===== src/rtl/mdt_pkg.sv =====
// Package for the dependency tokenizer: result and queue types, character codes, scan functions.
`default_nettype none
package mdt_pkg;

  // Character codes that the scanner reacts to.
  localparam logic [7:0] ChBackslash = 8'h5C;
  localparam logic [7:0] ChHash      = 8'h23;
  localparam logic [7:0] ChColon     = 8'h3A;
  localparam logic [7:0] ChDollar    = 8'h24;
  localparam logic [7:0] ChSlash     = 8'h2F;
  localparam logic [7:0] ChNewline   = 8'h0A;
  localparam logic [7:0] ChSpace     = 8'h20;
  localparam logic [7:0] ChTab       = 8'h09;
  localparam logic [7:0] ChVtab      = 8'h0B;
  localparam logic [7:0] ChFormfeed  = 8'h0C;
  localparam logic [7:0] ChReturn    = 8'h0D;

  // Results one input byte can cause, and queue depth in bundles.
  localparam int MaxRes   = 4;
  localparam int ResIdxW  = $clog2(MaxRes);
  localparam int ResCntW  = $clog2(MaxRes + 1);
  localparam int QDepth   = 4;
  localparam int QPtrW    = $clog2(QDepth);
  localparam int QFillW   = $clog2(QDepth + 1);

  // Lookahead modes of the scanner.
  typedef enum logic [2:0] {
    MODE_IDLE   = 3'd0,
    MODE_SEP    = 3'd1,
    MODE_BSL    = 3'd2,
    MODE_DOLLAR = 3'd3,
    MODE_COLON  = 3'd4
  } mode_t;

  // One result item as it leaves the block.
  typedef struct packed {
    logic [7:0] out_byte;
    logic       byte_present;
    logic       token_end;
    logic       token_discard;
    logic       stream_end;
    logic       last_of_run;
  } result_t;

  // All results of one input byte; last_idx points at the final one.
  typedef struct packed {
    result_t [MaxRes-1:0] res;
    logic [ResIdxW-1:0]   last_idx;
  } bundle_t;

  // Write side of the queue.
  typedef struct packed {
    logic    push;
    bundle_t bundle;
  } q_write_t;

  // Read side of the queue.
  typedef struct packed {
    logic    valid;
    bundle_t bundle;
  } q_head_t;

  // Working state while one byte is scanned.
  typedef struct packed {
    result_t [MaxRes-1:0] res;
    logic [ResCntW-1:0]   count;
    mode_t                mode;
    logic [1:0]           tlen;
    logic                 blank;
  } scan_t;

  function automatic logic is_ws(logic [7:0] c);
    return (c == ChSpace) || (c == ChTab) || (c == ChNewline) ||
           (c == ChVtab) || (c == ChFormfeed) || (c == ChReturn);
  endfunction

  // Append a token character as a new result.
  function automatic scan_t emit_char(scan_t s, logic [7:0] c);
    scan_t              r;
    logic [ResIdxW-1:0] k;
    r = s;
    k = r.count[ResIdxW-1:0];
    r.res[k] = '0;
    r.res[k].out_byte = c;
    r.res[k].byte_present = 1'b1;
    r.count = r.count + ResCntW'(1);
    if (r.tlen != 2'd2) begin
      r.tlen = r.tlen + 2'd1;
    end
    if (!is_ws(c)) begin
      r.blank = 1'b0;
    end
    return r;
  endfunction

  // Close the current token, folding the marker into the last character if possible.
  function automatic scan_t emit_end(scan_t s);
    scan_t              r;
    logic [ResIdxW-1:0] k;
    r = s;
    k = ResIdxW'(r.count - ResCntW'(1));
    if (r.count != '0 && r.res[k].byte_present && !r.res[k].token_end) begin
      r.res[k].token_end = 1'b1;
      r.res[k].token_discard = r.blank;
    end else begin
      k = r.count[ResIdxW-1:0];
      r.res[k] = '0;
      r.res[k].token_end = 1'b1;
      r.res[k].token_discard = r.blank;
      r.count = r.count + ResCntW'(1);
    end
    r.tlen = 2'd0;
    r.blank = 1'b1;
    return r;
  endfunction

  // Handle a byte with no lookahead pending.
  function automatic scan_t fresh(scan_t s, logic [7:0] c, logic last);
    scan_t r;
    logic  nonblank;
    r = s;
    nonblank = (r.tlen != 2'd0) && !r.blank;
    if (c == ChColon) begin
      if (nonblank && r.tlen == 2'd1 && !last) begin
        r.mode = MODE_COLON;
      end else if (nonblank) begin
        r = emit_char(r, c);
        r = emit_end(r);
      end else if (r.tlen != 2'd0) begin
        r = emit_end(r);
      end
    end else if (is_ws(c)) begin
      if (nonblank) begin
        r.mode = MODE_SEP;
      end else if (r.tlen != 2'd0) begin
        r = emit_end(r);
      end
    end else if (c == ChBackslash) begin
      if (last) begin
        r = emit_char(r, c);
      end else begin
        r.mode = MODE_BSL;
      end
    end else if (c == ChDollar) begin
      if (last) begin
        r = emit_char(r, c);
      end else begin
        r.mode = MODE_DOLLAR;
      end
    end else begin
      r = emit_char(r, c);
    end
    return r;
  endfunction

endpackage
`default_nettype wire


===== src/rtl/mdt_ifs.sv =====
// Valid/ready channel interfaces for input bytes and result items.
`default_nettype none
interface mdt_in_if;
  logic       valid;
  logic       ready;
  logic [7:0] data_byte;
  logic       end_of_input;

  modport source (output valid, output data_byte, output end_of_input, input ready);
  modport sink (input valid, input data_byte, input end_of_input, output ready);
endinterface

interface mdt_out_if;
  logic       valid;
  logic       ready;
  logic [7:0] out_byte;
  logic       byte_present;
  logic       token_end;
  logic       token_discard;
  logic       stream_end;
  logic       last_of_run;

  modport source (output valid, output out_byte, output byte_present, output token_end,
                  output token_discard, output stream_end, output last_of_run,
                  input ready);
  modport sink (input valid, input out_byte, input byte_present, input token_end,
                input token_discard, input stream_end, input last_of_run,
                output ready);
endinterface
`default_nettype wire


===== src/rtl/mdt_front.sv =====
// Front end: accepts bytes, runs the lookahead scanner and builds a result bundle for each byte that causes results.
`default_nettype none
module mdt_front (
  input  wire logic         clk,
  input  wire logic         rst,
  mdt_in_if.sink            byte_in,
  input  wire logic         q_full,
  output mdt_pkg::q_write_t q_wr
);
  import mdt_pkg::*;

  mode_t              mode;
  logic [1:0]         tlen;
  logic               blank;
  scan_t              s;
  logic [7:0]         c;
  logic               last;
  logic [ResIdxW-1:0] k;
  logic               accept;

  assign byte_in.ready = !q_full;
  assign accept = byte_in.valid && byte_in.ready;

  // Scan one byte against the pending lookahead.
  always_comb begin
    c = byte_in.data_byte;
    last = byte_in.end_of_input;
    s = '0;
    s.mode = MODE_IDLE;
    s.tlen = tlen;
    s.blank = blank;
    unique case (mode)
      MODE_SEP: begin
        if (is_ws(c)) begin
          s.mode = MODE_SEP;
        end else if (c == ChColon) begin
          s = emit_char(s, c);
          s = emit_end(s);
        end else begin
          s = emit_end(s);
          s = fresh(s, c, last);
        end
      end
      MODE_BSL: begin
        if (c == ChBackslash || c == ChHash || c == ChColon || c == ChSpace ||
            c == ChTab) begin
          s = emit_char(s, c);
        end else if (c == ChNewline) begin
          s = fresh(s, c, last);
        end else begin
          s = emit_char(s, ChBackslash);
          s = fresh(s, c, last);
        end
      end
      MODE_DOLLAR: begin
        s = emit_char(s, ChDollar);
        if (c != ChDollar) begin
          s = fresh(s, c, last);
        end
      end
      MODE_COLON: begin
        s = emit_char(s, ChColon);
        if (c != ChSlash && c != ChBackslash) begin
          s = emit_end(s);
        end
        s = fresh(s, c, last);
      end
      default: begin
        s = fresh(s, c, last);
      end
    endcase

    // The final byte flushes any open token and always yields a result.
    if (last) begin
      if (s.tlen != 2'd0) begin
        s = emit_end(s);
      end
      s.mode = MODE_IDLE;
      s.tlen = 2'd0;
      s.blank = 1'b1;
      if (s.count == '0) begin
        s.count = ResCntW'(1);
      end
    end
    k = ResIdxW'(s.count - ResCntW'(1));
    if (last) begin
      s.res[k].stream_end = 1'b1;
    end
    if (s.count != '0) begin
      s.res[k].last_of_run = 1'b1;
    end
  end

  // Bundle into the queue when the byte caused anything.
  always_comb begin
    q_wr.push = accept && (s.count != '0);
    q_wr.bundle.res = s.res;
    q_wr.bundle.last_idx = k;
  end

  // Scanner state.
  always_ff @(posedge clk) begin
    if (rst) begin
      mode <= MODE_IDLE;
      tlen <= 2'd0;
      blank <= 1'b1;
    end else if (accept) begin
      mode <= s.mode;
      tlen <= s.tlen;
      blank <= s.blank;
    end
  end

  a_push_marks_run_end: assert property (@(posedge clk) disable iff (rst)
    q_wr.push |-> q_wr.bundle.res[q_wr.bundle.last_idx].last_of_run)
    else $error("pushed bundle lacks last_of_run on its final result");

  a_last_byte_pushes: assert property (@(posedge clk) disable iff (rst)
    (accept && byte_in.end_of_input) |-> q_wr.push)
    else $error("final byte produced no result");

endmodule
`default_nettype wire


===== src/rtl/mdt_queue.sv =====
// Short bundle queue between the scanner and the result serialiser.
`default_nettype none
module mdt_queue (
  input  wire logic              clk,
  input  wire logic              rst,
  input  wire mdt_pkg::q_write_t q_wr,
  output logic                   q_full,
  output mdt_pkg::q_head_t       q_head,
  input  wire logic              q_pop
);
  import mdt_pkg::*;

  bundle_t           store [QDepth];
  logic [QPtrW-1:0]  wr_ptr;
  logic [QPtrW-1:0]  rd_ptr;
  logic [QFillW-1:0] fill;
  logic              do_push;
  logic              do_pop;

  assign q_full = (fill == QFillW'(QDepth));
  assign do_push = q_wr.push && !q_full;
  assign do_pop = q_pop && (fill != '0);

  // Head of the queue goes straight to the serialiser.
  always_comb begin
    q_head.valid = (fill != '0);
    q_head.bundle = store[rd_ptr];
  end

  // Entry storage.
  always_ff @(posedge clk) begin
    if (do_push) begin
      store[wr_ptr] <= q_wr.bundle;
    end
  end

  // Pointers and fill count.
  always_ff @(posedge clk) begin
    if (rst) begin
      wr_ptr <= '0;
      rd_ptr <= '0;
      fill <= '0;
    end else begin
      if (do_push) begin
        wr_ptr <= wr_ptr + QPtrW'(1);
      end
      if (do_pop) begin
        rd_ptr <= rd_ptr + QPtrW'(1);
      end
      if (do_push && !do_pop) begin
        fill <= fill + QFillW'(1);
      end else if (do_pop && !do_push) begin
        fill <= fill - QFillW'(1);
      end
    end
  end

  a_fill_bounded: assert property (@(posedge clk) disable iff (rst)
    fill <= QFillW'(QDepth))
    else $error("queue fill count beyond depth");

  a_no_push_when_full: assert property (@(posedge clk) disable iff (rst)
    q_full |-> !q_wr.push)
    else $error("bundle pushed into a full queue");

endmodule
`default_nettype wire


===== src/rtl/mdt_back.sv =====
// Back end: serialises each queued bundle into result items, one per cycle while token_out.ready is high.
`default_nettype none
module mdt_back (
  input  wire logic             clk,
  input  wire logic             rst,
  input  wire mdt_pkg::q_head_t q_head,
  output logic                  q_pop,
  mdt_out_if.source             token_out
);
  import mdt_pkg::*;

  logic [ResIdxW-1:0] sel;
  logic [ResIdxW-1:0] sel_next;
  result_t            cur;
  logic               fire;

  assign cur = q_head.bundle.res[sel];
  assign fire = token_out.valid && token_out.ready;
  assign q_pop = fire && (sel == q_head.bundle.last_idx);

  // Present the selected result of the head bundle.
  always_comb begin
    token_out.valid = q_head.valid;
    token_out.out_byte = cur.out_byte;
    token_out.byte_present = cur.byte_present;
    token_out.token_end = cur.token_end;
    token_out.token_discard = cur.token_discard;
    token_out.stream_end = cur.stream_end;
    token_out.last_of_run = cur.last_of_run;
  end

  // Step through the bundle; wrap to the first result when it is done.
  always_comb begin
    sel_next = sel;
    if (q_pop) begin
      sel_next = '0;
    end else if (fire) begin
      sel_next = sel + ResIdxW'(1);
    end
  end

  always_ff @(posedge clk) begin
    if (rst) begin
      sel <= '0;
    end else begin
      sel <= sel_next;
    end
  end

  a_sel_in_bundle: assert property (@(posedge clk) disable iff (rst)
    q_head.valid |-> (sel <= q_head.bundle.last_idx))
    else $error("result select runs past the end of the bundle");

endmodule
`default_nettype wire


===== src/rtl/makefile_dep_tokenizer_core.sv =====
// Top level of the Makefile dependency tokenizer.
// Usage: bytes of a dependency file arrive on byte_in (data_byte, end_of_input),
// one request per byte; end_of_input marks the final byte of the file.
// Tokens leave on token_out one character per request: byte_present says a
// character is carried, token_end closes a token (token_discard drops a
// whitespace-only token), last_of_run marks the last result of an input byte
// and stream_end the last result of the file. A byte may cause no result at all.
// Results of a taken byte are registered in the bundle queue before token_out.
// Throughput: one input byte per cycle while the result rate keeps up; each
// byte yields up to two results and token_out drains one per cycle, so the
// output port is the limit. A four-entry bundle queue sits between the
// scanner and the serialiser.
// Stalls: when token_out.ready is low the queue fills; byte_in.ready drops only
// once four bundles are waiting.
// Reset (rst, synchronous): scanner returns to idle between tokens, queue empties.
`default_nettype none
module makefile_dep_tokenizer_core (
  input  wire logic clk,
  input  wire logic rst,
  mdt_in_if.sink    byte_in,
  mdt_out_if.source token_out
);
  import mdt_pkg::*;

  q_write_t q_wr;
  q_head_t  q_head;
  logic     q_full;
  logic     q_pop;

  mdt_front u_front (
    .clk     (clk),
    .rst     (rst),
    .byte_in (byte_in),
    .q_full  (q_full),
    .q_wr    (q_wr)
  );

  mdt_queue u_queue (
    .clk    (clk),
    .rst    (rst),
    .q_wr   (q_wr),
    .q_full (q_full),
    .q_head (q_head),
    .q_pop  (q_pop)
  );

  mdt_back u_back (
    .clk       (clk),
    .rst       (rst),
    .q_head    (q_head),
    .q_pop     (q_pop),
    .token_out (token_out)
  );

endmodule
`default_nettype wire

===== src/flat_wrapper.sv =====
// flat-port wrapper written by rule: the top's interface ports become plain ports
module makefile_dep_tokenizer_core_flat import mdt_pkg::*;
  (clk, rst, byte_in_valid, byte_in_data_byte, byte_in_end_of_input, byte_in_ready, token_out_valid, token_out_out_byte, token_out_byte_present, token_out_token_end, token_out_token_discard, token_out_stream_end, token_out_last_of_run, token_out_ready);
  mdt_in_if byte_in_i ();
  mdt_out_if token_out_i ();
  input  wire logic clk;
  input  wire logic rst;
  input wire logic [$bits(byte_in_i.valid)-1:0] byte_in_valid;
  input wire logic [$bits(byte_in_i.data_byte)-1:0] byte_in_data_byte;
  input wire logic [$bits(byte_in_i.end_of_input)-1:0] byte_in_end_of_input;
  output wire logic [$bits(byte_in_i.ready)-1:0] byte_in_ready;
  output wire logic [$bits(token_out_i.valid)-1:0] token_out_valid;
  output wire logic [$bits(token_out_i.out_byte)-1:0] token_out_out_byte;
  output wire logic [$bits(token_out_i.byte_present)-1:0] token_out_byte_present;
  output wire logic [$bits(token_out_i.token_end)-1:0] token_out_token_end;
  output wire logic [$bits(token_out_i.token_discard)-1:0] token_out_token_discard;
  output wire logic [$bits(token_out_i.stream_end)-1:0] token_out_stream_end;
  output wire logic [$bits(token_out_i.last_of_run)-1:0] token_out_last_of_run;
  input wire logic [$bits(token_out_i.ready)-1:0] token_out_ready;
  assign byte_in_i.valid = byte_in_valid;
  assign byte_in_i.data_byte = byte_in_data_byte;
  assign byte_in_i.end_of_input = byte_in_end_of_input;
  assign byte_in_ready = byte_in_i.ready;
  assign token_out_valid = token_out_i.valid;
  assign token_out_out_byte = token_out_i.out_byte;
  assign token_out_byte_present = token_out_i.byte_present;
  assign token_out_token_end = token_out_i.token_end;
  assign token_out_token_discard = token_out_i.token_discard;
  assign token_out_stream_end = token_out_i.stream_end;
  assign token_out_last_of_run = token_out_i.last_of_run;
  assign token_out_i.ready = token_out_ready;
  makefile_dep_tokenizer_core u_core (.clk(clk), .rst(rst), .byte_in(byte_in_i), .token_out(token_out_i));
endmodule

===== config.mk =====
export PLATFORM = sky130hd
export DESIGN_NAME = makefile_dep_tokenizer_core_flat
export DESIGN_NICKNAME = d
export VERILOG_FILES = /design/src/rtl/mdt_pkg.sv /design/src/rtl/mdt_ifs.sv /design/src/rtl/mdt_front.sv /design/src/rtl/mdt_queue.sv /design/src/rtl/mdt_back.sv /design/src/rtl/makefile_dep_tokenizer_core.sv /design/src/flat_wrapper.sv
export SDC_FILE = /design/constraint.sdc
export NUM_CORES = 1
export LEC_CHECK = 0
export BUFFER_PORTS_ARGS = -buffer_cell sky130_fd_sc_hd__buf_2
export CORE_ASPECT_RATIO = 1.2
export CORE_MARGIN = 5
export CORE_UTILIZATION = 28
export CTS_CLUSTER_SIZE = 12
export DETAILED_ROUTE_END_ITERATION = 8
export MAX_ROUTING_LAYER = met4
export PLACE_DENSITY = 0.51
export RECOVER_POWER = 25
export SLEW_MARGIN = 20
export SYNTH_ARGS = -nofsm -noshare
export SYNTH_HDL_FRONTEND = slang
export SYNTH_SLANG_ARGS = --single-unit

===== constraint.sdc =====
create_clock -name clk -period 7.5 [get_ports clk]
set_clock_uncertainty 0.05 [all_clocks]
set_input_delay 0.75 -clock clk [delete_from_list [all_inputs] [get_ports clk]]
set_output_delay 0.75 -clock clk [all_outputs]
set_load 0.02 [all_outputs]

# After elaboration in Yosys (flattened, before gate mapping)
# Memory sizes are Yosys's and may differ from the RTL's. A register that Yosys moved wholly into a read port is not among the register bits.
# Index checks and enable logic that the tools add are counted.
# W data, S select, Z words.
# word_totals
ramBits	216
latch_bits	0
wordCells	330
mem_count	1
mem_bits_ro	0
register_bits	15
# classes
n_eq_ne	27
bitwise_logic	8
shifts	0
order_cmp	17
muxes	185
addsub	17
mul	0
div_mod_pow	0
reduce_logical	68
# mem_list
name	depth	word_bits	read_ports	rd_ports_with_merged_regs	write_ports	line_no	source
u_core.u_queue.store	4	54	1	1	1	mdt_queue.sv:13	bundle_t store [QDepth];
# ops
cell	n
$mux W61	28
$bwmux W52	18
$demux W13 S2	22
$mux W55	10
$mux W52	5
$pmux W61 S4	1
$not A52 Y52	4
$and A52 B52 Y52	3
$mux W13	11
$mux W3	36
$bmux W13 S2	4
$mux W35	2
$mux W16	4
$mux W29	2
$and A13 B52 Y52	1
$eq A8 B4 Y1 const B	5
$logic_and A1 B1 Y1	35
$eq A8 B6 Y1 const B	4
$mux W2	14
$lt A2 B3 Y1 const B	9
$mux W5	5
$mux W4	6
$mux W22	1
$ge A2 B1 Y1 const B	8
21 further kinds	84

# Logic depth before layout (Yosys ltp)
# Gate-level depths: netlist (run 1).
# depth
word_depth	45
mapped_depth	24
mapped_depth_nobuf	23

# Hierarchy
# From an unflattened synthesis (run 1), not the netlist that was laid out.
# unflattened
hier_cells	714
area_unflattened_um2	11317.1
# by_module_without_submodules
mod	cells_each	n_inst	area_each_um2
mdt_queue	330	1	8328.0
mdt_front	352	1	2494.9
mdt_back	32	1	494.2

# Least setup slack after synthesis (run 1)
# Ideal clock, no wire load.
# synth_timing
kind	input-to-reg
from	input byte_in_data_byte[3]
to	memory u_core.u_queue.store[0][0] (netlist name) (enable)
arrival_time_ns	5.115
required_time_ns	7.053
n_path_buf	3
stages	17
setup_time_ns	0.397
setup_slack_ns	1.938
path_cell_list	clkbuf_1 nand4bb_1 or2_1 buf_2 o211a_2 clkbuf_1 a211oi_1 nor3_1 nor2b_1 ha_1 nor2_1 a21oi_1 mux2i_1 a32oi_1 ha_1 o22ai_2 and2_1
# synth_between
elab_chain_cells	32
word_cells_on_any_way	111
# synth_lines
element	line_no	source
start: declaration	flat_wrapper.sv:9	input wire logic [$bits(byte_in_i.data_byte)-1:0] byte_in_data_byte;
$ne A8 B6 Y1 / $ne A8 B7 Y1 (equally long branches)	mdt_front.sv:63	if (c != ChSlash && c != ChBackslash) begin
$logic_and A1 B1 Y1	mdt_front.sv:63	
$mux W13	mdt_front.sv:63	
$mux W61	mdt_front.sv:32	unique case (mode)
$and A52 B52 Y52 (no source line)	-	
$bwmux W52	mdt_pkg.sv:84	r.res[k].out_byte = c;
$bwmux W52	mdt_pkg.sv:85	r.res[k].byte_present = 1'b1;
$bmux W13 S2	mdt_pkg.sv:102	if (r.count != '0 && r.res[k].byte_present && !r.res[k].token_end) begin
[... 17 more ...]	-	
$mux W3	mdt_front.sv:81	if (s.count == '0) begin
$mux W61 (*)	mdt_front.sv:74	if (last) begin
$reduce_bool A3 Y1 (*)	mdt_front.sv:96	q_wr.push = accept && (s.count != '0);
$logic_and A1 B1 Y1 (*)	mdt_front.sv:96	
$logic_and A1 B1 Y1 (*)	mdt_queue.sv:21	assign do_push = q_wr.push && !q_full;
via u_core.u_queue.do_push	mdt_queue.sv:17	logic do_push;
$mux W1 (*)	mdt_queue.sv:32	if (do_push) begin
$mux W1 (not written as such) (*)	mdt_queue.sv:33	store[wr_ptr] <= q_wr.bundle;
end: declaration	mdt_queue.sv:13	
# Mark *: on every way through the listed nets, which the timed path passes. The rest lies on a longest branch. The select of a mux whose other input is x is not followed.

# Worst setup path after layout (run 1)
# layout_timing
from	input byte_in_data_byte[5]
to	register u_core.u_queue.fill[2]
# layout_between
elab_chain_cells	33
word_cells_on_any_way	114
# layout_lines
element	line_no	source
$ne A8 B6 Y1 / $ne A8 B7 Y1 (equally long branches)	mdt_front.sv:63	
$logic_and A1 B1 Y1	mdt_front.sv:63	
$mux W13	mdt_front.sv:63	
$mux W61	mdt_front.sv:32	
$and A52 B52 Y52 (no source line)	-	
$bwmux W52	mdt_pkg.sv:84	
$bwmux W52	mdt_pkg.sv:85	
$bmux W13 S2	mdt_pkg.sv:102	
[... 18 more ...]	-	
$mux W61 (*)	mdt_front.sv:74	
$reduce_bool A3 Y1 (*)	mdt_front.sv:96	
$logic_and A1 B1 Y1 (*)	mdt_front.sv:96	
$logic_and A1 B1 Y1 (*)	mdt_queue.sv:21	
via u_core.u_queue.do_push	mdt_queue.sv:17	
$logic_not A1 Y1	mdt_queue.sv:52	end else if (do_pop && !do_push) begin
$logic_and A1 B1 Y1	mdt_queue.sv:52	
$reduce_bool A2 Y1 (no source line)	-	
end signal: assignment	mdt_queue.sv:51	fill <= fill + QFillW'(1);
end signal: assignment	mdt_queue.sv:53	fill <= fill - QFillW'(1);
end: declaration	mdt_queue.sv:16	logic [QFillW-1:0] fill;
# Marked as above.
# A chain may end at the register's enable or synchronous reset.

==> results.cfg, run 1 <==
[power]
swShare = 0.300
total_power_uw = 2570
pwr-share-seq = 0.445
p_switching_uw = 769
pwr-share-comb = 0.257
ir_drop_uv = 145
p_int_uw = 1800
p_per_area_nw_per_um2 = 278
p_leak_uw = 0.00301
clkPwrFrac = 0.297

[cts]
post_cts_buffers = 0
htreeDepth = 4
clk_path_buf_depth = 2
path_clk_slew_ns = 0.06
worstSkewPairLatency_ns = 0.42
cts-buffers-inserted = 17
clock_sinks = 161
cts_resized = 0
ctsHoldBuffers = 0
cts_root_buf = clkbuf_16
cts_tree = yes

[synthesis]
syn-mean-instance-area_um2 = 13.7
async_flop_share = 0
synth_top_area_share = 0.531
synth_top_area_cell = edfxtp_1
netlist_top_cells_area = edfxtp_1, mux4_2, dfxtp_1
synthesis.area_um2 = 8140
synth_edf_count = 144
synth_compound_area_frac = 0.107
synth_cell_type_count = 76
syn-num-nets = 635
ys_top_cells_by_count = edfxtp_1, nor2_1, mux4_2
synth-xor-area-share = 0.0118
synth_mux_area_frac = 0.132
ys_seq_area_frac = 0.573
synth_top_family_by_area = multiplexers
synthCells = 594
yosysMostFrequentCell = edfxtp_1
ys_ff_latch = 161
synth-simple-area-share = 0.107
synthAdderAreaFrac = 0.0439
synth_ff_type = edfxtp_1
ys_warn_count = 0

[drt]
drt_pass1_iterations = 5
postRouteAntennaNets = 0
wirelength_mm = 20.9
drc = 0
vias = 5182
via_per_inst = 5.07
drt_iter0_drc = 431
avgRoutedWirePerCell_um = 20.5

[sta]
hold_violations = 0
fmaxAchievable_mhz = 158
min_period_ns = 6.33
setup-violations-final = 0
setup_tns_ns = 0
whs_ns = 0.467
final.period_utilization = 0.844
rsz0062_at_grt = false
worst_slew_pin_slew_ns = 3.05
relSlewSlack = -1.03
slew_viol_final = 37

[worst_setup_path]
reg2reg_from = u_core.u_front.tlen[0]
end_kind = flop
r2r_cells = 20
worstPathRequired_ns = 7.81
cp.arrival_ns = 6.64
worst-setup-path-type = input pin to flop
r2r_slack_ns = 1.73
critPathLaunchType = input pin
critPathMaxFanout = 14
r2r-end = u_core.u_queue.fill[2]

[global_route]
grt_overflow = 0
grt_usage = 0.133
antenna_found_initial = 0
grt_pass1_wl_mm = 32.5
grt_pass1_vias = 5471
grt_max_degree = 37

[final_layout]
nNetsFinal = 665
stdcell_count = 1022
diodes = 0
area_delta_synth_final_pct = 13.3
drive_gt1_frac = 0.182
finish.utilization = 0.321

[worst_hold_path]
worstHoldStart = u_core.u_queue.fill[2]
hold_class = flop to flop
holdPathEnd = u_core.u_queue.fill[2]
whs_path_depth = 2

[status]
outcome = complete, but fails checks
violations = capacitance limit, slew limit

[place]
port-buffer-count = 27
gp_congestion = 0.906
numPlacedInstances = 990
dpl.hpwl_mm = 14.9

[die]
num_rows = 68
start_util = 0.283
die_area_um2 = 32600
die_x_um = 166
die_h_um = 197
core_area_um2 = 28800
io-pin-count = 28

[job]
cap_violations = 1
## placed cells by master (no fill, tap or decap), drive strengths merged, types with 6 or more instances in the layout
master  synthesis  routed
edfxtp        144     144
nor2           42      42
mux4           40      40
clkbuf         21      36
nand2          30      30
a21oi          30      30
ha             27      27
o21ai          27      27
buf            11      26
inv            19      20
and2           19      19
dfxtp          17      17
mux2i          16      16
nor3           12      12
nand3           9       9
nor2b           8       8
clkinv          0       8
nand4           7       7
o211ai          6       6
a31oi           6       6
xnor2           6       6
a211oi          6       6
## worst max-delay path, stage by stage
cell	delay, ns
clkbuf_1	0.24
nor4b_1	0.47
nand2_1	0.12
a21oi_1	0.35
and2_0	0.22
inv_1	0.08
ha_1	0.21
o21ai_0	0.34
o221a_2	0.25
nand4_1	0.33
ha_1	0.46
nor2_1	0.23
a21oi_1	0.10
mux2i_1	0.21
a32oi_1	0.31
ha_1	0.33
o22ai_2	0.30
ha_1	0.24
inv_1	0.06
fa_1	0.37
xor2_1	0.18
or3_1	0.32
a21oi_1	0.14
## power groups by stage
stage | registers, uW | logic, uW | clock network (uW)
detailed placement | 1160 | 687 | 0
floorplan | 1140 | 496 | 0
global route | 1150 | 732 | 819
global placement | 1160 | 680 | 0
finish | 1140 | 660 | 763
CTS | 1140 | 691 | 780
## kinds of logic (layout without fill, tap and decap cells)
kind of cell | count (synthesis) | in the layout
AO/OA/AOI/OAI | 125 | 125
XOR/XNOR | 11 | 11
adder cells (fa/ha/maj) | 28 | 28
buffers and inverters | 51 | 94
flip-flops | 161 | 161
multiplexers | 57 | 57
AND/OR/NAND/NOR | 161 | 161
## per-layer routing
layer,vias to the layer above,GRT usage,wire (um)
li1,2380,-,-
met4,0,0.0605,650
met1,2642,0.151,8640
met2,121,0.233,11100
met5,-,-,0
met3,39,0.0185,553
## flip-flops by register name (all words and copies together), names as in the netlist, named ones only
| signal | flops |
|---|---|
| u_core.u_back.sel | 2 |
| u_core.u_front.blank | 1 |
| u_core.u_front.mode | 3 |
| u_core.u_front.tlen | 2 |
| u_core.u_queue.fill | 3 |
| u_core.u_queue.rd_ptr | 2 |
| u_core.u_queue.store | 144 |
| u_core.u_queue.wr_ptr | 2 |
## per-stage QoR
step                instance area (um2)  worst slack (ns)
floorplan                          8140              1.94
global route                       9220             0.571
CTS                                9280              1.50
finish                             9220              1.17
global placement                   8750              1.32
detailed placement                 8750              1.04
## area by class of cell
| class | instances | area [um2] |
|---|---|---|
| clock inverters | 13 | 90.1 |
| well taps | 385 | 482 |
| multi-input cells | 382 | 3250 |
| clock buffers | 19 | 433 |
| inverters | 19 | 71.3 |
| flip-flops and latches | 161 | 4670 |
| fillers | 2911 | 19500 |
| repair buffers | 43 | 231 |
## worst max-delay path by stage
stage / start / to / slack, ns
2_1_floorplan: byte_in_data_byte[3] / u_core.u_queue.store[0][0] / 1.94
3_3_place_gp: byte_in_data_byte[5] / u_core.u_queue.fill[2] / 1.32
3_5_place_dp: byte_in_data_byte[5] / u_core.u_queue.fill[2] / 1.04
4_1_cts: byte_in_data_byte[5] / u_core.u_queue.fill[2] / 1.50
5_1_grt: byte_in_data_byte[5] / u_core.u_queue.fill[2] / 0.57
6_report: byte_in_data_byte[5] / u_core.u_queue.fill[2] / 1.17
Power figures use the tool's default switching activity.
==> inputs of run 2 (changes only) <==
==> constraint.sdc (replaced) <==
create_clock -name clk -period 6.35 [get_ports clk]
set_clock_uncertainty 0.05 [all_clocks]
set_input_delay 0.635 -clock clk [delete_from_list [all_inputs] [get_ports clk]]
set_output_delay 0.635 -clock clk [all_outputs]
set_load 0.02 [all_outputs]
==> results.cfg, run 2 (synthesis results as in run 1) <==
[status]
outcome = complete, but fails checks
violations = capacitance limit, slew limit

[sta]
min_period_ns = 5.62
setup_tns_ns = 0
setup-violations-final = 0
rsz0062_at_grt = false
fmaxAchievable_mhz = 178
setup_slack_ns = 0.727
worst_slew_pin_slew_ns = 3.21
relSlewSlack = -1.14
slew_viol_final = 37
hold_violations = 0
final.period_utilization = 0.885

[final_layout]
regMostFlops = u_core.u_queue.store
final_common_cell = edfxtp_1
reg_top3 = u_core.u_queue.store x144, u_core.u_front.mode x3, u_core.u_queue.fill x3
final_cell_mix = edfxtp_1, nor2_1, mux4_2
area_delta_synth_final_pct = 14.9
diodes = 0
drive_gt1_frac = 0.185
largest_register_ffs = 144
nNetsFinal = 667
finish.utilization = 0.325

[cts]
worstSkewPairLatency_ns = 0.42
post_cts_buffers = 0
path_clk_slew_ns = 0.06
clock_sinks = 161
cts_resized = 0
clk_path_buf_depth = 2
ctsHoldBuffers = 0
cts-buffers-inserted = 17
cts_tree = yes
cts_root_buf = clkbuf_16
htreeDepth = 4

[worst_hold_path]
worstHoldStart = u_core.u_queue.fill[2]
whs_path_depth = 2
hold_class = flop to flop
holdPathEnd = u_core.u_queue.fill[2]

[worst_setup_path]
reg2reg_from = u_core.u_front.tlen[0]
worstPathRequired_ns = 6.66
cp_slowest_cell = ha_1
crit_top_cell = ha_1
cpLargestDelayFamily = adder cells
r2r_cells = 20
crit_start = byte_in_data_byte[5]
cp.arrival_ns = 5.93
r2r-end = u_core.u_queue.fill[2]
cp.buffers_inverters = 3
critPathLaunchType = input pin
cp_slowest_stage_delay_ns = 0.45
r2r_slack_ns = 0.92
worst-setup-path-type = input pin to flop
end_kind = flop
critPathMaxFanout = 14
path_cells = buf_2 > nor4b_2 > nand2_1 > a21oi_1 > and2_0 > inv_1 > ha_1 > o21ai_1 > o221a_2 > nand4_1 > ha_1 > nor2_1 > a21oi_1 > mux2i_1 > a32oi_1 > ha_1 > o22ai_2 > ha_1 > inv_1 > fa_1 > xor2_1 > or3_1 > a21oi_1

[drt]
routed.top_layer = met4
vias = 5140
postRouteAntennaNets = 0
wl_met2_mm = 10.8
drc = 0
met1_length_mm = 8.28
wl_met3_um = 638
drt_iter0_drc = 406
drt_pass1_iterations = 5
avgRoutedWirePerCell_um = 19.9
wirelength_mm = 20.4
via_per_inst = 5.02

[die]
start_util = 0.283
die_area_um2 = 32600
core_area_um2 = 28800
io-pin-count = 28
die_h_um = 197
die_x_um = 166
num_rows = 68

[global_route]
grt_overflow = 0
antenna_found_initial = 0
grt_pass1_vias = 5369
grt_usage = 0.129
grt_max_degree = 37
grt_pass1_wl_mm = 31.5

[place]
gp_congestion = 0.888
port-buffer-count = 27
dpl.hpwl_mm = 13.9
place_ws_ns = 0.280

[power]
p_per_area_nw_per_um2 = 336
p_switching_uw = 899
p_int_uw = 2250
clkPwrFrac = 0.321
pwr-share-comb = 0.251
ir_drop_uv = 157
p_leak_uw = 0.00307
pwr-share-seq = 0.428
swShare = 0.286

[job]
cap_violations = 1
## run 2: cell types whose count changed in the layout (fill, tap and decap cells not counted), sizes merged
cell | previous run | this run
buf | 26 | 29
bufinv | 0 | 3
clkbuf | 36 | 33
clkinv | 8 | 7
clkinvlp | 4 | 3
inv | 20 | 21
## run 2: worst reg2reg max path, stage by stage, from the launching register on
cell and delay, ns:
dfxtp_1 0.48, inv_1 0.11, ha_1 0.46, nand2_1 0.15, ha_1 0.22, o21ai_1 0.23
o221a_2 0.23, nand4_1 0.30, ha_1 0.45, nor2_1 0.25, a21oi_1 0.12, mux2i_1 0.21
a32oi_1 0.28, ha_1 0.33, o22ai_2 0.20, ha_1 0.21, inv_1 0.07, fa_1 0.38
xor2_1 0.17, or3_1 0.31, a21oi_1 0.14
## run 2: area by class of cell
class | count | area (um2)
Clock inverter | 15 | 166
Inverter | 19 | 71.3
Sequential cell | 161 | 4660
Clock buffer | 17 | 425
Multi-Input combinational cell | 382 | 3250
Fill cell | 2897 | 19400
Tap cell | 385 | 482
Timing Repair Buffer | 45 | 298
## run 2: worst max-delay path by stage
stage,end,cells after the start
finish,u_core.u_queue.fill[2],23
global route,u_core.u_queue.fill[2],24
CTS,u_core.u_queue.fill[2],23
detailed placement,u_core.u_queue.fill[2],23
global placement,u_core.u_queue.fill[2],23
floorplan,u_core.u_queue.store[0][0],17
## run 2: through the flow
step	cell area (um2)	power, uW	cells	hold slack, ns
floorplan	8140	1940	594	0.417
global placement	8810	2180	992	0.429
detailed placement	8810	2190	992	0.445
CTS	9400	3210	1024	0.453
global route	9360	3310	1024	0.503
finish	9360	3150	1024	0.453
## run 2: metal layers
layer,vias to the layer above,global-route usage
li1,2391,-
met1,2587,0.144
met2,131,0.229
met3,31,0.0219
met4,0,0.0559
met5,-,-
## run 2: power groups by stage
stage          clock (uW)  sequential [uW]  combinational (uW)
6_report             1010             1350                 790
2_1_floorplan           0             1350                 586
3_3_place_gp            0             1360                 815
4_1_cts              1040             1350                 826
5_1_grt              1090             1360                 871
3_5_place_dp            0             1370                 823
